**config.mk**
```make
export PLATFORM = sky130hd
export DESIGN_NAME = html_entity_escape
export DESIGN_NICKNAME = d
export VERILOG_FILES = /design/src/sv/hee_pkg.sv /design/src/sv/html_entity_escape.sv
export SDC_FILE = /design/constraint.sdc
export NUM_CORES = 1
export LEC_CHECK = 0
export ABC_AREA = 1
export BUFFER_PORTS_ARGS = -buffer_cell sky130_fd_sc_hd__clkbuf_2
export CORE_MARGIN = 2
export CORE_UTILIZATION = 40
export CTS_BUF_LIST = sky130_fd_sc_hd__clkbuf_16
export DETAILED_ROUTE_END_ITERATION = 10
export GPL_ROUTABILITY_DRIVEN = 0
export HOLD_SLACK_MARGIN = 0.05
export PLACE_DENSITY = 0.71
export REMOVE_ABC_BUFFERS = 1
export SYNTH_ARGS = -nofsm -noshare
export SYNTH_HDL_FRONTEND = slang
export SYNTH_SLANG_ARGS = --single-unit
```
**constraint.sdc**
```tcl
create_clock -name i_clk -period 2.5 [get_ports i_clk]
set_input_delay 0.25 -clock i_clk [delete_from_list [all_inputs] [get_ports i_clk]]
set_output_delay 0.25 -clock i_clk [all_outputs]
set_load 0.005 [all_outputs]
```
**src/sv/hee_pkg.sv**
```systemverilog
package hee_pkg;

    // Width of one text code unit on both streams.
    localparam int UNIT_W = 16;
    // Position counter inside an escape sequence (up to six units).
    localparam int IDX_W = 3;
    localparam int QM_W = 2;

    // Quote mode register codes.
    localparam logic [QM_W-1:0] QM_NONE   = 2'd0;
    localparam logic [QM_W-1:0] QM_DOUBLE = 2'd1;
    localparam logic [QM_W-1:0] QM_BOTH   = 2'd2;
    localparam logic [QM_W-1:0] QM_RESET  = QM_DOUBLE;

    // Characters used by the escapes.
    localparam logic [UNIT_W-1:0] CH_AMP   = 16'h0026;
    localparam logic [UNIT_W-1:0] CH_LT    = 16'h003C;
    localparam logic [UNIT_W-1:0] CH_GT    = 16'h003E;
    localparam logic [UNIT_W-1:0] CH_DQ    = 16'h0022;
    localparam logic [UNIT_W-1:0] CH_SQ    = 16'h0027;
    localparam logic [UNIT_W-1:0] CH_SEMI  = 16'h003B;
    localparam logic [UNIT_W-1:0] CH_HASH  = 16'h0023;
    localparam logic [UNIT_W-1:0] CH_ZERO  = 16'h0030;
    localparam logic [UNIT_W-1:0] CH_THREE = 16'h0033;
    localparam logic [UNIT_W-1:0] CH_NINE  = 16'h0039;
    localparam logic [UNIT_W-1:0] CH_A     = 16'h0061;
    localparam logic [UNIT_W-1:0] CH_G     = 16'h0067;
    localparam logic [UNIT_W-1:0] CH_L     = 16'h006C;
    localparam logic [UNIT_W-1:0] CH_M     = 16'h006D;
    localparam logic [UNIT_W-1:0] CH_O     = 16'h006F;
    localparam logic [UNIT_W-1:0] CH_P     = 16'h0070;
    localparam logic [UNIT_W-1:0] CH_Q     = 16'h0071;
    localparam logic [UNIT_W-1:0] CH_T     = 16'h0074;
    localparam logic [UNIT_W-1:0] CH_U     = 16'h0075;

    // What an accepted unit turns into.
    typedef enum logic [2:0] {
        K_PASS,
        K_AMP,
        K_LT,
        K_GT,
        K_QUOT,
        K_APOS
    } t_kind;

    // Decide how a unit is escaped under the given quote mode.
    function automatic t_kind classify(input logic [UNIT_W-1:0] unit,
                                       input logic [QM_W-1:0] qmode);
        t_kind k;
        priority if (unit == CH_AMP) k = K_AMP;
        else if (unit == CH_LT) k = K_LT;
        else if (unit == CH_GT) k = K_GT;
        else if (unit == CH_DQ && (qmode == QM_DOUBLE || qmode == QM_BOTH)) k = K_QUOT;
        else if (unit == CH_SQ && qmode == QM_BOTH) k = K_APOS;
        else k = K_PASS;
        return k;
    endfunction

    // Number of output units for each kind.
    function automatic logic [IDX_W-1:0] seq_len(input t_kind k);
        logic [IDX_W-1:0] n;
        unique case (k)
            K_PASS:  n = 3'd1;
            K_AMP:   n = 3'd5;
            K_LT:    n = 3'd4;
            K_GT:    n = 3'd4;
            K_QUOT:  n = 3'd6;
            K_APOS:  n = 3'd6;
            default: n = 3'd1;
        endcase
        return n;
    endfunction

    // Output unit at a position of the sequence; a pass-through gives the unit itself.
    function automatic logic [UNIT_W-1:0] seq_unit(input t_kind k,
                                                   input logic [IDX_W-1:0] idx,
                                                   input logic [UNIT_W-1:0] unit);
        logic [UNIT_W-1:0] c;
        c = CH_SEMI;
        unique case (k)
            K_PASS: c = unit;
            K_AMP: begin
                unique case (idx)
                    3'd0:    c = CH_AMP;
                    3'd1:    c = CH_A;
                    3'd2:    c = CH_M;
                    3'd3:    c = CH_P;
                    default: c = CH_SEMI;
                endcase
            end
            K_LT: begin
                unique case (idx)
                    3'd0:    c = CH_AMP;
                    3'd1:    c = CH_L;
                    3'd2:    c = CH_T;
                    default: c = CH_SEMI;
                endcase
            end
            K_GT: begin
                unique case (idx)
                    3'd0:    c = CH_AMP;
                    3'd1:    c = CH_G;
                    3'd2:    c = CH_T;
                    default: c = CH_SEMI;
                endcase
            end
            K_QUOT: begin
                unique case (idx)
                    3'd0:    c = CH_AMP;
                    3'd1:    c = CH_Q;
                    3'd2:    c = CH_U;
                    3'd3:    c = CH_O;
                    3'd4:    c = CH_T;
                    default: c = CH_SEMI;
                endcase
            end
            K_APOS: begin
                unique case (idx)
                    3'd0:    c = CH_AMP;
                    3'd1:    c = CH_HASH;
                    3'd2:    c = CH_ZERO;
                    3'd3:    c = CH_THREE;
                    3'd4:    c = CH_NINE;
                    default: c = CH_SEMI;
                endcase
            end
            default: c = unit;
        endcase
        return c;
    endfunction

endpackage

```
**src/sv/html_entity_escape.sv**
```systemverilog
// HTML special-character escaper for a stream of 16-bit code units. Each
// request on the slave stream carries one unit; the master stream returns
// its escaped form one unit per request, with tlast on the final unit of
// each run. Ordinary units pass at one per cycle unless the master stream
// stalls, via the item register and then the output register. An escaped unit
// becomes a sequence of 4 units for &lt; and &gt;, 5 for &amp; and 6 for &quot;
// and &#039;, which the single output register emits one unit per cycle unless
// stalled; the next input is taken in the cycle the final unit is loaded. The
// quote mode register (reset 1) is written through the cfg channel, which is
// always ready, and should only change while the block is idle.
module html_entity_escape (
    input  logic                       i_clk,
    input  logic                       i_rst_n,
    // cfg: quote_mode in bits [1:0]
    input  logic                       i_cfg_valid,
    output logic                       o_cfg_ready,
    input  logic [hee_pkg::QM_W-1:0]   i_cfg_data,
    input  logic                       s_axis_tvalid,
    output logic                       s_axis_tready,
    // tdata: in_unit [15:0]
    input  logic [hee_pkg::UNIT_W-1:0] s_axis_tdata,
    output logic                       m_axis_tvalid,
    input  logic                       m_axis_tready,
    // tdata: out_unit [15:0]
    output logic [hee_pkg::UNIT_W-1:0] m_axis_tdata,
    // tlast: last_of_run
    output logic                       m_axis_tlast
);
    import hee_pkg::*;

    logic [QM_W-1:0]   r_qmode;
    logic              r_busy;
    t_kind             r_kind;
    logic [UNIT_W-1:0] r_unit;
    logic [IDX_W-1:0]  r_idx;
    logic              r_out_valid;
    logic [UNIT_W-1:0] r_out_data;
    logic              r_out_last;

    logic              adv;
    logic              item_last;
    logic              in_take;

    // Quote mode register.
    assign o_cfg_ready = 1'b1;

    always_ff @(posedge i_clk) begin
        if (!i_rst_n) begin
            r_qmode <= QM_RESET;
        end else if (i_cfg_valid) begin
            r_qmode <= i_cfg_data;
        end
    end

    // Move one unit from the item register to the output register when it is free.
    assign adv           = r_busy && (!r_out_valid || m_axis_tready);
    assign item_last     = (r_idx == seq_len(r_kind) - 3'd1);
    assign s_axis_tready = !r_busy || (adv && item_last);
    assign in_take       = s_axis_tvalid && s_axis_tready;

    // Item register: the unit being escaped and its position in the sequence.
    always_ff @(posedge i_clk) begin
        if (!i_rst_n) begin
            r_busy <= 1'b0;
            r_idx  <= '0;
        end else if (in_take) begin
            r_busy <= 1'b1;
            r_idx  <= '0;
        end else if (adv && item_last) begin
            r_busy <= 1'b0;
        end else if (adv) begin
            r_idx <= r_idx + 3'd1;
        end
    end

    always_ff @(posedge i_clk) begin
        if (in_take) begin
            r_kind <= classify(s_axis_tdata, r_qmode);
            r_unit <= s_axis_tdata;
        end
    end

    // Output register.
    always_ff @(posedge i_clk) begin
        if (!i_rst_n) begin
            r_out_valid <= 1'b0;
        end else if (adv) begin
            r_out_valid <= 1'b1;
        end else if (m_axis_tready) begin
            r_out_valid <= 1'b0;
        end
    end

    always_ff @(posedge i_clk) begin
        if (adv) begin
            r_out_data <= seq_unit(r_kind, r_idx, r_unit);
            r_out_last <= item_last;
        end
    end

    assign m_axis_tvalid = r_out_valid;
    assign m_axis_tdata  = r_out_data;
    assign m_axis_tlast  = r_out_last;

endmodule

```
# Word-level counts from Yosys, hierarchy flattened
# Cells that the tools add are included.
dict set report op_classes {
  addsub 2
  n_eq_ne 17
  muxes 15
  bitwise_logic 2
  n_reduce_logical 18
}
# operator count
set op_table {}
lappend op_table {{$eq A16 B6 Y1 const B} 5}
lappend op_table {{$pmux W16 S5} 1}
lappend op_table {{$pmux W7 S3} 2}
lappend op_table {{$pmux W7 S5} 1}
lappend op_table {{$pmux W7 S4} 1}
lappend op_table {{$pmux W5 S5} 1}
lappend op_table {{$eq A3 B2 Y1 const B} 4}
lappend op_table {{$eq A3 B3 Y1 const B} 3}
lappend op_table {{$pmux W3 S3} 1}
lappend op_table {{$eq A3 B1 Y1 const B} 2}
lappend op_table {{$mux W3} 2}
lappend op_table {{$reduce_or A2 Y1} 3}
lappend op_table {{$logic_and A1 B1 Y1} 5}
lappend op_table {{$mux W1} 4}
lappend op_table {{$mux W2} 2}
lappend op_table {{$reduce_bool A2 Y1} 2}
lappend op_table {{$add A3 B1 Y3 const B} 1}
lappend op_table {{$eq A3 B3 Y1} 1}
lappend op_table {{$logic_not A3 Y1} 1}
lappend op_table {{$logic_or A1 B1 Y1} 3}
lappend op_table {{$reduce_or A3 Y1} 1}
lappend op_table {{$sub A3 B1 Y3 const B} 1}
lappend op_table {{$eq A2 B1 Y1 const B} 1}
lappend op_table {{$eq A2 B2 Y1 const B} 1}
lappend op_table {{3 further kinds} 5}
dict set report totals {
  reg_bits 43
  input_bits 23
  output_inout_bits 20
}

# Logic depth before layout (Yosys ltp)
# Gate-level depths: netlist of run 1.
dict set report depth {
  ltp_word 9
  ltp_mapped 14
  ltp_nobuf 14
}

# Worst setup path after synthesis of run 1
# OpenSTA, ideal clock, no wires.
dict set report synth_timing {
  path_kind {flip-flop to flip-flop}
  startpoint {register r_kind[2]}
  endpoint {register r_kind[0], enable pin}
  setup_ns 0.374
  arrival_ns 1.737
  path_slack_ns 0.389
  stages_incl_launch_ff 10
  n_path_buf 0
  path_cell_list {edfxtp_1 > inv_2 > ha_1 > xnor2_1 > nand2_1 > nor2_1 > nand3_1 > nand2_2 > nand2_1 > inv_1}
}
dict set report synth_between {
  elab_chain_cells 8
  word_cells_on_any_way 13
  cone_classes {add/sub (1); eq/ne (6); mux (1); reduce/logical (5)}
}
# element line_no
set synth_lines {}
lappend synth_lines {{start, declared} html_entity_escape.sv:33} ;# t_kind r_kind;
lappend synth_lines {{start signal, assigned} html_entity_escape.sv:78} ;# r_kind <= classify(s_axis_tdata, r_qmode);
lappend synth_lines {{$eq A3 B3 Y1 / $eq A3 B2 Y1 (equally long branches)} hee_pkg.sv:62} ;# unique case (k)
lappend synth_lines {{$reduce_or A2 Y1 (no source line)} n/a}
lappend synth_lines {{$pmux W3 S3 (*)} hee_pkg.sv:62}
lappend synth_lines {{$sub A3 B1 Y3 (*)} html_entity_escape.sv:57} ;# assign item_last = (r_idx == seq_len(r_kind) - 3'd1);
lappend synth_lines {{$eq A3 B3 Y1 (*)} html_entity_escape.sv:57}
lappend synth_lines {{$logic_and A1 B1 Y1 (*)} html_entity_escape.sv:58} ;# assign s_axis_tready = !r_busy || (adv && item_last);
lappend synth_lines {{$logic_or A1 B1 Y1 (*)} html_entity_escape.sv:58}
lappend synth_lines {{via s_axis_tready} html_entity_escape.sv:19} ;# output logic s_axis_tready,
lappend synth_lines {{$logic_and A1 B1 Y1 (*)} html_entity_escape.sv:59} ;# assign in_take = s_axis_tvalid && s_axis_tready;
lappend synth_lines {{via in_take} html_entity_escape.sv:42} ;# logic in_take;
# Mark *: on every way through the listed nets, which the timed path passes. The rest lies on a longest branch.
# A chain may end at the register's enable or synchronous reset.

# Final worst setup path of run 1
dict set report layout_timing {
  startpoint {register r_kind[2]}
  endpoint {register r_unit[2], enable pin}
}
dict set report layout_between {
  elab_chain_cells 8
  word_cells_on_any_way 13
  cone_classes {add/sub (1); eq/ne (6); mux (1); reduce/logical (5)}
}
# element line_no
set layout_lines {}
lappend layout_lines {{$eq A3 B3 Y1 / $eq A3 B2 Y1 (equally long branches)} hee_pkg.sv:62}
lappend layout_lines {{$reduce_or A2 Y1 (no source line)} n/a}
lappend layout_lines {{$pmux W3 S3 (*)} hee_pkg.sv:62}
lappend layout_lines {{$sub A3 B1 Y3 (*)} html_entity_escape.sv:57}
lappend layout_lines {{$eq A3 B3 Y1 (*)} html_entity_escape.sv:57}
lappend layout_lines {{$logic_and A1 B1 Y1 (*)} html_entity_escape.sv:58}
lappend layout_lines {{$logic_or A1 B1 Y1 (*)} html_entity_escape.sv:58}
lappend layout_lines {{$logic_and A1 B1 Y1 (*)} html_entity_escape.sv:59}
lappend layout_lines {{via in_take} html_entity_escape.sv:42}
lappend layout_lines {{end signal, assigned} html_entity_escape.sv:79} ;# r_unit <= s_axis_tdata;
lappend layout_lines {{end, declared} html_entity_escape.sv:34} ;# logic [UNIT_W-1:0] r_unit;
# Marked as above.

==> summary.txt, run 1 <==
Die
  • IO Count: 43
  • Row cnt: 26
  • Die H: 77.59 um
  • Initial Util: 0.4187
  • Die Area: 6019 um^2
  • Core area: 5172 um^2
  • Die Width: a little under 80 um

Routing
  • Via density: between 4 and 5
  • Drt drc: 0
  • WL per Instance: between 10 and 15 um
  • Via count: 1709
  • ANT nets after route: 0
  • Routed WL: 4116 um
  • DRT Pass-1 Iters: 4
  • Initial DRC Count: 117

Logic synthesis
  • Yosys reg bits: 43
  • Library cells used by synthesis: 29
  • Synth area leader: edfxtp_1
  • Seq/Total Area, Yosys: 0.5638
  • Post-synth top cells: nand2_1 (45), edfxtp_1 (36), inv_1 (35)
  • Post-Syn Area per Cell: 9.177 um^2
  • Syn Inst Count: between 200 and 250
  • Ys Warns: 0
  • Post-synth EDFFs: 36
  • Synth Cell Area: 2166 um^2
  • Most numerous cell in the Yosys netlist: nand2_1
  • Top-area cell type share of the netlist area: 0.4991
  • Post-synth top flop: edfxtp_1
  • Post-synth ARST share: 0
  • Area contributors post-synth: edfxtp_1 (50%), nand2_1 (7.8%), dfxtp_1 (6.5%)

Finish
  • Ratio of cells with drive above 1 in the final layout: 0.2226
  • N_diodes: 0
  • Fin cells: ~350
  • Area growth from synthesis to layout: 19.99%
  • Fin nets: 312

Run status
  • Status: complete, no violations

Power and ir drop
  • PwrDens: between 600 and 700 nW/um^2
  • Leakage: 1.190 nW
  • Peak VDD IR: about 0.34 mV

Critical path
  • Worst-path fanout max: 19
  • CP delay by family, top: simple AND/OR/NAND/NOR gates
  • CP Capture Type: flip-flop
  • Buf+Inv Stages, Crit Path: 3
  • Worst Path Required: 2.47 ns
  • Crit path largest cell delay: 0.45 ns
  • Worst path cell trace: inv_2 > ha_1 > nand2_4 > nand2_2 > nand2_2 > nand3_1 > nand2_2 > nand2_1 > inv_1 > buf_4
  • Critical Path Start Type: flip-flop
  • Slowest stage cell, crit path: edfxtp_1
  • Crit. Startpoint: r_kind[2]$_SDFFCE_PP0P_
  • Crit path DAT: 2.11 ns
  • Critical path type: reg2reg
  • Most common cell on crit path: nand2_2
  • Crit Reg-Reg Startpoint: r_kind[2]$_SDFFCE_PP0P_

STA
  • Fin crit share: 0.8568
  • RSZ-0062 raised after global routing: false
  • Hold Violations, Final: 0
  • Hold Slack: between 0.15 and 0.2 ns
  • Final setup violation count: 0
  • Post-route setup slack: roughly 0.36 ns
  • Setup Skew: 0.003150 ns
  • Total Neg Setup Slack: 0 ns
  • Fmax: 0.4669 GHz
  • Final worst path period need: 2.142 ns
  • Final Max Slew Viols: 0

Global routing
  • First-pass GRT wire length: 7079 um
  • Vias in the first global route: 1623
  • Overall Global Routing Usage: 0.1478
  • Gr ovfl total: 0
  • Initial antenna violation count: 0
  • Largest net degree at the start of global routing: 22

CTS
  • CTS buffer count: 5
  • Setup bufs post-CTS: 0
  • Root buf cell: clkbuf_16
  • Post_cts resized: 0
  • Clock latency on the worst-skew pair: 0.28 ns
  • Num Clock Sinks: 43
  • CTS Hold Buffers Added: 0
  • CTS tree: done
  • CTS Buffer Depth: 2
  • Worst-path clk slew: 0.06 ns
  • Max H-tree Level: 2

Placement
  • # placed instances: 345
  • Post-Place Worst Slack: 0.3831 ns
  • Hpwl dp: 3086 um
  • IO buf count: 41

Min path
  • HP Class: in2reg
  • Hold path startpoint: s_axis_tdata[13]

Job
  • Maximum capacitance violations: 0
==> power breakdown <==
part	internal [mW]	leakage, nW	switching, mW
logic	0.0808	0.719	0.138
clock network	0.368	0.0674	0.262
registers	0.840	0.404	0.0191
==> metrics by stage <==
stage                     cell area [um^2]  power (mW)  utilization
after detailed placement              2454       1.093       0.4744
after CTS                             2599       1.725       0.5024
after global placement                2454       1.087       0.4744
final                                 2599       1.707       0.5024
after floorplan                       2142       1.006            -
after global routing                  2599       1.781       0.5024
==> registers in the layout, summed over array words and instances (netlist names) <==
name,cells
m_axis_tdata,16
r_unit,16
r_idx,3
r_kind,3
r_qmode,2
m_axis_tlast,1
m_axis_tvalid,1
r_busy,1
==> worst reg2reg max path, delay by kind of cell, from the launching register on <==
family                     cells  cell delay [ns]
and+or+nand+nor                6             0.63
adders and majority gates      1             0.29
buffers and inverters          3             0.45
DFF                            1             0.45
==> worst paths after layout <==
kind	cells after the start	to	slack [ns]
worst max-delay path	10	r_unit[2]$_DFFE_PP_	0.36
worst max register to register	10	r_unit[2]$_DFFE_PP_	0.36
worst min register to register	2	r_qmode[0]$_SDFFE_PN1P_	0.49
worst min-delay path	1	r_unit[13]$_DFFE_PP_	0.16
==> logic make-up after synthesis <==
group,after synthesis,synth area share
flip-flops,43,0.5638
AO/OA/AOI/OAI,33,0.08377
XOR/XNOR,1,0.004045
other,1,0.001731
AND/OR/NAND/NOR,109,0.2282
adder cells (fa/ha/maj),7,0.04044
buffers and inverters,42,0.07799
==> per-layer routing <==
metal  GRT usage  up-vias  wire length (um)
met1      0.1890      756              1820
li1            -      875                 -
met3     0.03372        7               278
met2      0.2379       71              1951
met4     0.06786        0                65
met5           0        -                 0
==> placed cells by master (no fill, tap or decap), types with 2 or more instances in the layout <==
cell / n
nand2_1: 45
inv_2: 2
dfxtp_1: 7
nand2_2: 4
nand3_1: 16
nand3_4: 2
clkbuf_16: 5
nand4_1: 2
nor2_1: 33
ha_1: 7
a21oi_1: 6
inv_1: 35
o211ai_1: 2
nor3_1: 3
o21ai_0: 20
clkbuf_2: 41
buf_4: 2
edfxtp_1: 36
==> area by class of cell <==
type                       instances  area [um^2]
clock buffer                       5        125.1
clock inverter                     3        20.02
fill                             480         2574
inverter                          38        145.1
multi-input combinational        151        779.5
sequential                        43         1221
tap                               70        87.58
timing repair buffer              43        220.2
(Power assumes the default switching activity.)
==> run 2: changes to the inputs <==
--- a/config.mk
+++ b/config.mk
@@ -5,7 +5,7 @@
 export SDC_FILE = /design/constraint.sdc
 export NUM_CORES = 1
 export LEC_CHECK = 0
-export ABC_AREA = 1
+export ABC_AREA = 0
 export BUFFER_PORTS_ARGS = -buffer_cell sky130_fd_sc_hd__clkbuf_2
 export CORE_MARGIN = 2
 export CORE_UTILIZATION = 40
==> summary.txt, run 2 <==
Run status
  • Status: complete, no violations

Finish
  • Area growth from synthesis to layout: 21.43%
  • N_diodes: 0
  • Fillers: 481
  • Register area: 1221 um^2
  • Leading cell types in the layout, fill and taps excluded: clkbuf_2 (41), edfxtp_1 (36), inv_1 (15), nor2_1 (15), o21ai_0 (13)
  • Post-layout util: 0.5008
  • Ratio of cells with drive above 1 in the final layout: 0.2674
  • Fin nets: about 290
  • Area of the multi-input gates: about 930 um^2
  • Commonest non-fill, non-tap cell in the layout: clkbuf_2

Critical path
  • Worst-path fanout max: 3
  • CP Capture Type: primary output
  • Crit path DAT: 2.05 ns
  • Critical Path Start Type: flip-flop
  • Critical path type: reg2out
  • Worst Path Required: approximately 2.3 ns
  • Reg-to-reg slack, setup: 0.21 ns

Logic synthesis
  • Post-synth top cells: edfxtp_1 (36), inv_1 (15), nor2_1 (15)
  • Seq/Total Area, Yosys: 0.5377
  • Synth area leader: edfxtp_1
  • Library cells used by synthesis: 51
  • Post-synth ARST share: 0
  • Synth Cell Area: 2271 um^2
  • Post-synth EDFFs: 36
  • Post-synth top flop: edfxtp_1
  • Syn Inst Count: 208
  • Ys Warns: 0
  • Yosys reg bits: 43
  • Top-area cell type share of the netlist area: 0.4760
  • Post-Syn Area per Cell: 10.92 um^2
  • Area contributors post-synth: edfxtp_1 (48%), dfxtp_1 (6.2%), ha_1 (3.9%)
  • Most numerous cell in the Yosys netlist: edfxtp_1

STA
  • Hold Violations, Final: 0
  • Final Max Slew Viols: 0
  • Post-route setup slack: between 0.15 and 0.2 ns
  • RSZ-0062 raised after global routing: false
  • Final worst path period need: 2.302 ns
  • Slew headroom: 0.6320
  • Fmax: 0.4345 GHz
  • Final setup violation count: 0
  • Hold Slack: about 0.16 ns
  • Setup Skew: 0.004062 ns
  • Fin crit share: 0.9207
  • Total Neg Setup Slack: 0 ns
  • Worst-margin pin slew: 0.5469 ns

Global routing
  • Overall Global Routing Usage: 0.1584
  • Gr ovfl total: 0
  • Initial antenna violation count: 0
  • Largest net degree at the start of global routing: 20
  • Vias in the first global route: between 1500 and 2000
  • First-pass GRT wire length: around 7600 um

CTS
  • Worst-path clk slew: 0.06 ns
  • CTS buffer count: 5
  • CTS tree: done
  • CTS Buffer Depth: 2
  • Setup bufs post-CTS: 0
  • Post_cts resized: 0
  • Max H-tree Level: 2
  • Clock latency on the worst-skew pair: 0.28 ns
  • CTS Hold Buffers Added: 0
  • Root buf cell: clkbuf_16
  • Num Clock Sinks: 43

Job
  • Maximum capacitance violations: 0

Min path
  • HP Class: in2reg

Die
  • Core area: 5507 um^2
  • Die Area: 6296 um^2
  • Initial Util: 0.4124
  • IO Count: 43
  • Die H: 79.35 um
  • Row cnt: 27
  • Die Width: 79.35 um

Routing
  • Via count: 1760
  • WL per Instance: 14.48 um
  • Initial DRC Count: 208
  • ANT nets after route: 0
  • Drt drc: 0
  • Via density: roughly 5.3
  • DRT Pass-1 Iters: 4
  • Routed WL: 4780 um

Placement
  • Post-Place Worst Slack: 0.2459 ns
  • IO buf count: 41
  • Hpwl dp: 3587 um

Power and ir drop
  • Leakage: 1.123 nW
  • Peak VDD IR: 0.3660 mV
  • Total Power: 1.817 mW
  • PwrDens: approximately 660 nW/um^2
## run 2: worst max-delay path: stages, from the launching register on
cell	delay, ns
edfxtp_1	0.41
ha_1	0.23
or3_4	0.35
a2111oi_4	0.36
a21oi_2	0.06
o21a_1	0.20
inv_1	0.05
clkbuf_2	0.11
## run 2: stage by stage
| step | instance area [um^2] | instances |
|---|---|---|
| 2_1_floorplan | 2207 | 196 |
| 3_3_place_gp | 2613 | 322 |
| 3_5_place_dp | 2613 | 322 |
| 4_1_cts | 2758 | 330 |
| 5_1_grt | 2758 | 330 |
| 6_report | 2758 | 330 |
## run 2: layout make-up
class | count | area share
flip-flops and latches | 43 | 0.4428
multi-input cells | 138 | 0.3371
repair buffers | 54 | 0.1143
clock buffers | 5 | 0.04537
well taps | 72 | 0.03267
inverters | 15 | 0.02042
clock inverters | 3 | 0.007260
## run 2: cell families after synthesis
| kind of cell | share of synthesized area |
|---|---|
| AND/OR/NAND/NOR | 0.1669 |
| adder cells (fa/ha/maj) | 0.03857 |
| multiplexers | 0.01818 |
| buffers and inverters | 0.05289 |
| flip-flops | 0.5377 |
| AO/OA/AOI/OAI | 0.1763 |
| other | 0.001651 |
| XOR/XNOR | 0.007715 |
## run 2: where the power goes
| group | internal [mW] | switching, mW |
|---|---|---|
| Combinational | 0.144 | 0.182 |
| Sequential | 0.845 | 0.0207 |
| Clock | 0.367 | 0.258 |
## run 2: final timing paths
check	start	to	depth (start not counted)
setup reg to reg	r_idx[1]$_SDFFE_PP0P_	m_axis_tdata[6]$_DFFE_PP_	7
setup / recovery	r_kind[1]$_SDFFCE_PP0P_	s_axis_tready	7
hold reg to reg	r_qmode[0]$_SDFFE_PN1P_	r_qmode[0]$_SDFFE_PN1P_	2
hold / removal	s_axis_tdata[8]	r_unit[8]$_DFFE_PP_	1
## run 2: routing by layer
| metal | wire [um] | global-route usage |
|---|---|---|
| met1 | 2058 | 0.1969 |
| met4 | 102 | 0.07931 |
| met2 | 2396 | 0.2653 |
| met3 | 223 | 0.02727 |
| met5 | 0 | 0 |
==> run 3: changes to the inputs <==
--- a/config.mk
+++ b/config.mk
@@ -15,6 +15,7 @@
 export HOLD_SLACK_MARGIN = 0.05
 export PLACE_DENSITY = 0.71
 export REMOVE_ABC_BUFFERS = 1
+export SETUP_SLACK_MARGIN = 0.5
 export SYNTH_ARGS = -nofsm -noshare
 export SYNTH_HDL_FRONTEND = slang
 export SYNTH_SLANG_ARGS = --single-unit
==> summary.txt, run 3 (synthesis results as in run 2) <==
STA
  • Hold Violations, Final: 0
  • Slew headroom: 0.6435
  • Fmax: 0.4532 GHz
  • Final Max Slew Viols: 0
  • RSZ-0062 raised after global routing: true
  • Final setup violation count: 0
  • Setup Skew: approximately 0.0064 ns
  • Final worst path period need: 2.206 ns
  • Hold Slack: 0.1625 ns
  • Total Neg Setup Slack: 0 ns
  • Fin crit share: 0.8825
  • Worst-margin pin slew: 0.5299 ns

Critical path
  • CP Capture Type: primary output
  • Critical path type: reg2out
  • Critical path destination: s_axis_tready
  • Crit path largest cell delay: 0.37 ns
  • Cell depth of the worst flop-to-flop path: 8
  • Crit. Startpoint: r_kind[2]$_SDFFCE_PP0P_
  • Worst Path Required: 2.25 ns
  • Critical R2R Capture: r_unit[2]$_DFFE_PP_
  • Critical Path Start Type: flip-flop
  • Crit Reg-Reg Startpoint: r_kind[2]$_SDFFCE_PP0P_
  • Slowest stage cell, crit path: edfxtp_1
  • Worst path cell trace: inv_2 > ha_2 > or3_4 > a2111oi_4 > a21oi_2 > o21a_1 > inv_1 > clkbuf_2
  • Reg-to-reg slack, setup: 0.32 ns
  • Worst-path fanout max: 3
  • Crit path DAT: 1.96 ns

Routing
  • Routed WL: 4820 um
  • DRT Pass-1 Iters: 4
  • Via density: 5.339
  • ANT nets after route: 0
  • Max Used Layer: met4
  • Detail Route met3 WL: 216 um
  • Drt drc: 0
  • Via count: ~1800
  • Initial DRC Count: 234
  • WL per Instance: 14.47 um
  • Metal-1 WL: 2035 um
  • Routed length on met2: about 2500 um

Finish
  • Fin nets: slightly below 300
  • Final instance area: 2820 um^2
  • N_diodes: 0
  • Commonest non-fill, non-tap cell in the layout: clkbuf_2
  • Area growth from synthesis to layout: 24.19%
  • Leading cell types in the layout, fill and taps excluded: clkbuf_2 (41), edfxtp_1 (36), nor2_1 (15), inv_1 (14), buf_4 (14)
  • Fin cells: 333
  • Ratio of cells with drive above 1 in the final layout: 0.3103

Power and ir drop
  • Peak VDD IR: approximately 0.37 mV
  • Leakage: 1.141 nW
  • PwrDens: 648.6 nW/um^2

Die
  • Initial Util: 0.4124
  • Die Area: about 6300 um^2
  • Core area: 5507 um^2
  • Row cnt: 27
  • IO Count: 43
  • Die H: 79.35 um
  • Die Width: 79.35 um

CTS
  • CTS tree: done
  • CTS buffer count: 5
  • Max H-tree Level: 2
  • Worst-path clk slew: 0.06 ns
  • Num Clock Sinks: 43
  • Clock latency on the worst-skew pair: 0.28 ns
  • CTS Buffer Depth: 2
  • Root buf cell: clkbuf_16

Placement
  • # placed instances: about 320
  • IO buf count: 41
  • Placement Cell Area: roughly 2600 um^2
  • Hpwl dp: 3587 um

Min path
  • HP Class: in2reg

Global routing
  • Vias in the first global route: ~1600
  • Initial antenna violation count: 0
  • Overall Global Routing Usage: 0.1598
  • First-pass GRT wire length: roughly 7700 um
  • Largest net degree at the start of global routing: 20
  • Gr ovfl total: 0

Job
  • Maximum capacitance violations: 0

Run status
  • Status: complete, no violations
==> run 3: report_power, final <==
part / internal, mW / leakage (nW) / switching (mW)
registers: 0.845 / 0.405 / 0.0219
clock network: 0.367 / 0.0658 / 0.258
logic: 0.151 / 0.670 / 0.186
total: 1.36 / 1.14 / 0.466
==> run 3: cell type report <==
| cell class | count | area, um^2 |
|---|---|---|
| fillers | 473 | 2686 |
| flip-flops and latches | 43 | 1226 |
| multi-input cells | 138 | 960.9 |
| repair buffers | 57 | 341.6 |
| clock buffers | 5 | 125.1 |
| well taps | 72 | 90.09 |
| inverters | 15 | 56.30 |
| clock inverters | 3 | 20.02 |
==> run 3: repair_timing <==
action	4_1_cts	5_1_grt
pin swaps	2	2
endpoints found under the setup margin	24	28
hold buffers	0	0
cloned	0	0
setup buffers	1	2
gates resized for setup	10	5
==> run 3: routing by layer <==
| metal | up-vias | GRT usage |
|---|---|---|
| met2 | 60 | 0.2661 |
| met3 | 11 | 0.02727 |
| li1 | 882 | - |
| met1 | 825 | 0.2006 |
| met4 | 0 | 0.07931 |
| met5 | - | 0 |
==> run 3: worst min-delay path by stage <==
stage	startpoint	endpoint	slack (ns)	depth (start not counted)
final	s_axis_tdata[8]	r_unit[8]$_DFFE_PP_	0.16	1
after global routing	s_axis_tdata[8]	r_unit[8]$_DFFE_PP_	0.16	1
after CTS	s_axis_tdata[8]	r_unit[8]$_DFFE_PP_	0.16	1
after detailed placement	s_axis_tdata[12]	r_unit[12]$_DFFE_PP_	0.45	1
after global placement	s_axis_tdata[5]	r_unit[5]$_DFFE_PP_	0.45	1
after floorplan	i_rst_n	r_qmode[0]$_SDFFE_PN1P_	0.35	1
==> run 3: critical path: cells and delay by family, from the launching register on <==
| kind | cells | cell delay (ns) |
|---|---|---|
| buffers and inverters | 3 | 0.21 |
| and+or+nand+nor | 1 | 0.35 |
| DFF | 1 | 0.37 |
| AOI/OAI and AO/OA | 3 | 0.57 |
| adders and majority gates | 1 | 0.19 |
==> run 3: stage by stage <==
step | util | power [mW] | setup WS (ns)
after global placement | 0.4744 | 1.197 | 0.2902
after detailed placement | 0.4744 | 1.203 | 0.2459
final | 0.5122 | 1.829 | 0.2937
after CTS | 0.5067 | 1.835 | 0.2892
after global routing | 0.5122 | 1.906 | 0.2102
after floorplan | - | 1.073 | -0.5754
